## src/rtl/acpm_pkg.sv

```systemverilog
package acpm_pkg;

	localparam int unsigned GAIN_W = 32;
	localparam int unsigned ADDR_W = 3;
	localparam logic [GAIN_W-1:0] GAIN_RESET = 32'd1048576;

	// register select is paddr[2]
	localparam logic REG_VOLTAGE_GAIN = 1'b0;
	localparam logic REG_CURRENT_GAIN = 1'b1;

	typedef struct packed {
		logic [15:0] voltage_sample;
		logic [15:0] current_sample;
		logic        last_sample;
	} acpm_in_t;

	typedef struct packed {
		logic [30:0]        rms_voltage;
		logic [30:0]        rms_current;
		logic [46:0]        apparent_power;
		logic [46:0]        active_power;
		logic [46:0]        reactive_power;
		logic [15:0]        power_factor;
		logic [30:0]        voltage_peak_high;
		logic signed [31:0] voltage_peak_low;
		logic [30:0]        current_peak_high;
		logic signed [31:0] current_peak_low;
		logic [30:0]        voltage_peak_to_peak;
		logic [30:0]        current_peak_to_peak;
	} acpm_out_t;

	// closing sequence, run in this order
	typedef enum logic [5:0] {
		OP_V_NSQ, OP_V_SS, OP_V_SQRT, OP_V_GAIN, OP_V_DIV,
		OP_I_NSQ, OP_I_SS, OP_I_SQRT, OP_I_GAIN, OP_I_DIV,
		OP_VA, OP_P_NX, OP_P_SS, OP_P_GG, OP_P_GAIN, OP_P_DIV1, OP_P_DIV2,
		OP_VA_SQ, OP_W_SQ, OP_Q_SQRT, OP_PF_DIV,
		OP_VH_NX, OP_VL_NX, OP_VH_GAIN, OP_VH_DIV, OP_VL_GAIN, OP_VL_DIV,
		OP_IH_NX, OP_IL_NX, OP_IH_GAIN, OP_IH_DIV, OP_IL_GAIN, OP_IL_DIV
	} acpm_op_t;

	localparam acpm_op_t OP_FIRST = OP_V_NSQ;
	localparam acpm_op_t OP_FINAL = OP_IL_DIV;

	typedef struct packed {
		logic     acc;
		logic     start;
		acpm_op_t op;
		logic     emit;
	} acpm_cmd_t;

	typedef struct packed {
		logic done;
		logic out_busy;
	} acpm_stat_t;

endpackage

```

## src/rtl/acpm_ctrl.sv

```systemverilog
module acpm_ctrl (
	input  logic                clk,
	input  logic                arst_n,
	input  logic                sample_valid,
	input  logic                sample_last,
	output logic                stall,
	output acpm_pkg::acpm_cmd_t cmd,
	input  acpm_pkg::acpm_stat_t stat
);
	import acpm_pkg::*;

	typedef enum logic [1:0] {S_IDLE, S_ISSUE, S_WAIT, S_EMIT} state_t;

	state_t   state_q;
	acpm_op_t op_q;

	always_ff @(posedge clk or negedge arst_n) begin
		if (!arst_n) begin
			state_q <= S_IDLE;
			op_q    <= OP_FIRST;
		end else begin
			unique case (state_q)
				S_IDLE: begin
					if (sample_valid && sample_last) begin
						state_q <= S_ISSUE;
						op_q    <= OP_FIRST;
					end
				end
				S_ISSUE: state_q <= S_WAIT;
				S_WAIT: begin
					if (stat.done) begin
						if (op_q == OP_FINAL) begin
							state_q <= S_EMIT;
						end else begin
							op_q    <= acpm_op_t'(6'(op_q + 6'd1));
							state_q <= S_ISSUE;
						end
					end
				end
				S_EMIT: begin
					if (!stat.out_busy) state_q <= S_IDLE;
				end
				default: state_q <= S_IDLE;
			endcase
		end
	end

	assign stall     = state_q != S_IDLE;
	assign cmd.acc   = sample_valid && !stall;
	assign cmd.start = state_q == S_ISSUE;
	assign cmd.op    = op_q;
	assign cmd.emit  = (state_q == S_EMIT) && !stat.out_busy;

endmodule

```

## config.mk

```make
export PLATFORM = sky130hd
export DESIGN_NAME = acpm_ctrl
export DESIGN_NICKNAME = d
export VERILOG_FILES = /design/src/rtl/acpm_pkg.sv /design/src/rtl/acpm_ctrl.sv
export SDC_FILE = /design/constraint.sdc
export NUM_CORES = 1
export LEC_CHECK = 0
export BUFFER_PORTS_ARGS = -buffer_cell sky130_fd_sc_hd__buf_2
export CAP_MARGIN = 30
export CORE_AREA = 2 2 39 41
export DETAILED_ROUTE_END_ITERATION = 7
export DIE_AREA = 0 0 41 43
export MAX_ROUTING_LAYER = met4
export SETUP_SLACK_MARGIN = 0.5
export SYNTH_ARGS = -nofsm -noshare
export SYNTH_HDL_FRONTEND = slang
export SYNTH_SLANG_ARGS = --single-unit
```

## constraint.sdc

```tcl
create_clock -name clk -period 1.29 [get_ports clk]
set_input_delay 0.129 -clock clk [delete_from_list [all_inputs] [get_ports clk]]
set_output_delay 0.129 -clock clk [all_outputs]
set_load 0.02 [all_outputs]
```

==> impl_metrics.tcl <==
set metrics [dict create \
    async_flop_share 1.00 \
    grt-ovfl-total 0 \
    start_util 0.352 \
    synth_warnings 0 \
    grt_max_degree 9 \
    synth_seq_cells 8 \
    syn_area_um2 487 \
    worstSetupStartpointType "register" \
    syn_area_per_cell_um2 9.01 \
    die_y_um 43 \
    ys_seq_area_frac 0.411 \
    drive_gt1_frac 0.697 \
    dp_cells 96 \
    worstMarginPinSlew_ns 0.249 \
    numPortBuffers 15 \
    setup_slack_ns -0.143 \
    drt_iter0_drc 10 \
    layoutNonFillerInstCount 115 \
    critical_path_arrival_ns 1.30 \
    diodes 0 \
    synth-edff-count 0 \
    path_max_fanout 4 \
    synth.distinct_cells 25 \
    hold_viol_final 0 \
    drv_cap 0 \
    clk-insertion-delay-late_ns 0.27 \
    slew-limit-headroom 0.834 \
    synth_ff_type "dfrtp_1" \
    n_fill_cell 99 \
    routed-via-count 596 \
    fp-row-count 14 \
    finalCritPeriodShare 1.11 \
    reg2reg_depth 5 \
    gp_congestion 0.768 \
    finalCriticalPeriod_ns 1.43 \
    wl_um 1820 \
    yosysTopAreaCellShare 0.411 \
    p_leak_nw 0.496 \
    via_per_inst 5.18 \
    htreeDepth 1 \
    synth_most_common_cell "dfrtp_1" \
    wire_per_inst_um 15.8 \
    pin_count 16 \
    first_global_vias 552 \
    hp-class "primary input to register" \
    synthTopCellsByCount "dfrtp_1, inv_1, nand2_1, nand3_1, nor2_1" \
    antenna_found_initial 0 \
    rsz0062_at_grt "true" \
    clock_path_buffers 2 \
    yosysTopAreaCell "dfrtp_1" \
    cts_sinks 8 \
    skew_ns 0.000632 \
    clock.fmax_mhz 698 \
    fin_nets 109 \
    violations "negative setup slack" \
    synthCells 54 \
    slew_violations 0 \
    cts_tree "built" \
    syn_nets 62 \
    grt_pass1_wl_um 2680 \
    cp_data_required_time_ns 1.16 \
    drtPass1Iterations 4 \
    synth_area_leaders "dfrtp_1, ha_1, nand3_1, nor2b_1, a22o_1" \
    p_per_area_nw_per_um2 2500 \
    power.total_w 0.00265 \
    route.detailed.drc 0 \
    syn_to_final_growth_pct 118 \
    root_buffer "clkbuf_4" \
    path_clk_slew_ns 0.06 \
    criticalPathCategory "register to output port" \
    die_area_um2 1760 \
    final_core_util 0.768 \
    coreArea_um2 1380 \
    min_path_cells 2 \
    die_x_um 41 \
    detail-route-antenna-nets 0 \
    hpwl_um 914 \
    setup_viol 8 \
    peakVddDrop_uv 1360 \
    grtUsageTotal 0.239 \
    cp-end-kind "output port" \
    numCtsBuffers 3 \
    status "finished with violations" \
]
## final cells by class
type / instances / area, µm² / share of cell area
Timing Repair Buffer: 43 / 399 / 0.376
Multi-Input combinational cell: 41 / 399 / 0.376
Sequential cell: 8 / 206 / 0.194
Inverter: 4 / 15.0 / 0.0141
Clock buffer: 3 / 22.5 / 0.0212
Tap cell: 16 / 20.0 / 0.0188
## metrics by stage
| stage | instance area [µm²] | TNS [ns] | setup slack [ns] | hold WS, ns |
|---|---|---|---|---|
| after floorplan | 533 | -0.222 | -0.147 | -0.167 |
| after global placement | 704 | -0.0573 | -0.0356 | -0.0159 |
| after detailed placement | 704 | -0.156 | -0.0714 | -0.0127 |
| after CTS | 915 | -0.240 | -0.0707 | 0.183 |
| after global routing | 1060 | -0.925 | -0.181 | 0.180 |
| final | 1060 | -0.543 | -0.143 | 0.167 |
## report_power, final
group | leakage [nW] | switching, W | total (W) | internal [W]
Sequential | 0.0961 | 0.000110 | 0.000476 | 0.000366
Combinational | 0.386 | 0.000866 | 0.00196 | 0.00109
Clock | 0.0138 | 0.000109 | 0.000217 | 0.000108
## cells in the final DEF (no fill, tap or decap), drive strengths merged, types with 2 or more instances in the layout
| master | instances |
|---|---|
| o2bb2ai | 2 |
| nor2 | 4 |
| nand2 | 4 |
| dfrtp | 8 |
| a22o | 2 |
| clkbuf | 3 |
| buf | 42 |
| nand3 | 4 |
| ha | 2 |
| nor2b | 3 |
| nor3 | 2 |
| inv | 4 |
| o21ai | 2 |
| a21o | 2 |
| a21oi | 3 |
## routing by layer
metal  GRT usage  share of wire  up-vias
met3      0.0628          0.037        4
met1       0.280           0.41      290
met4      0.0400          0.020        0
met5           -              0        -
li1            -              -      284
met2       0.397           0.54       18
## worst max-delay path, stage by stage, from the launching register on
cell     delay (ns)
dfrtp_1        0.42
buf_6          0.14
or2_4          0.25
nor2_4         0.11
buf_6          0.12
## flip-flops by register name (all words and copies together) (netlist names)
register / count
op_q: 6
state_q: 2
## cell families after synthesis
| group | count (synthesis) | share of synthesized area |
|---|---|---|
| fa+ha+maj | 2 | 0.0514 |
| simple gates | 22 | 0.231 |
| flops | 8 | 0.411 |
| buf+inv | 5 | 0.0385 |
| mux | 2 | 0.0514 |
| compound gates | 15 | 0.216 |
## path summary, 6_finish.rpt
path	end	from	slack, ns
setup / recovery	cmd[8]	state_q[1]	-0.14
hold / removal	state_q[1]	stat[0]	0.17
setup reg to reg	op_q[0]	op_q[0]	-0.10
hold reg to reg	op_q[5]	op_q[5]	0.64
max in group asynchronous	op_q[2]	arst_n	0.87
min in group asynchronous	op_q[4]	arst_n	0.23
## timing repair
item / in CTS / in global routing
endpoints found under the hold margin: 8 / 0
resized for setup: 37 / 14
setup endpoints to repair: 18 / 18
pin swaps: 7 / 5
hold buffers: 1 / 0
buffers inserted: 6 / 9
No activity file was read; power rests on OpenSTA's default activity.
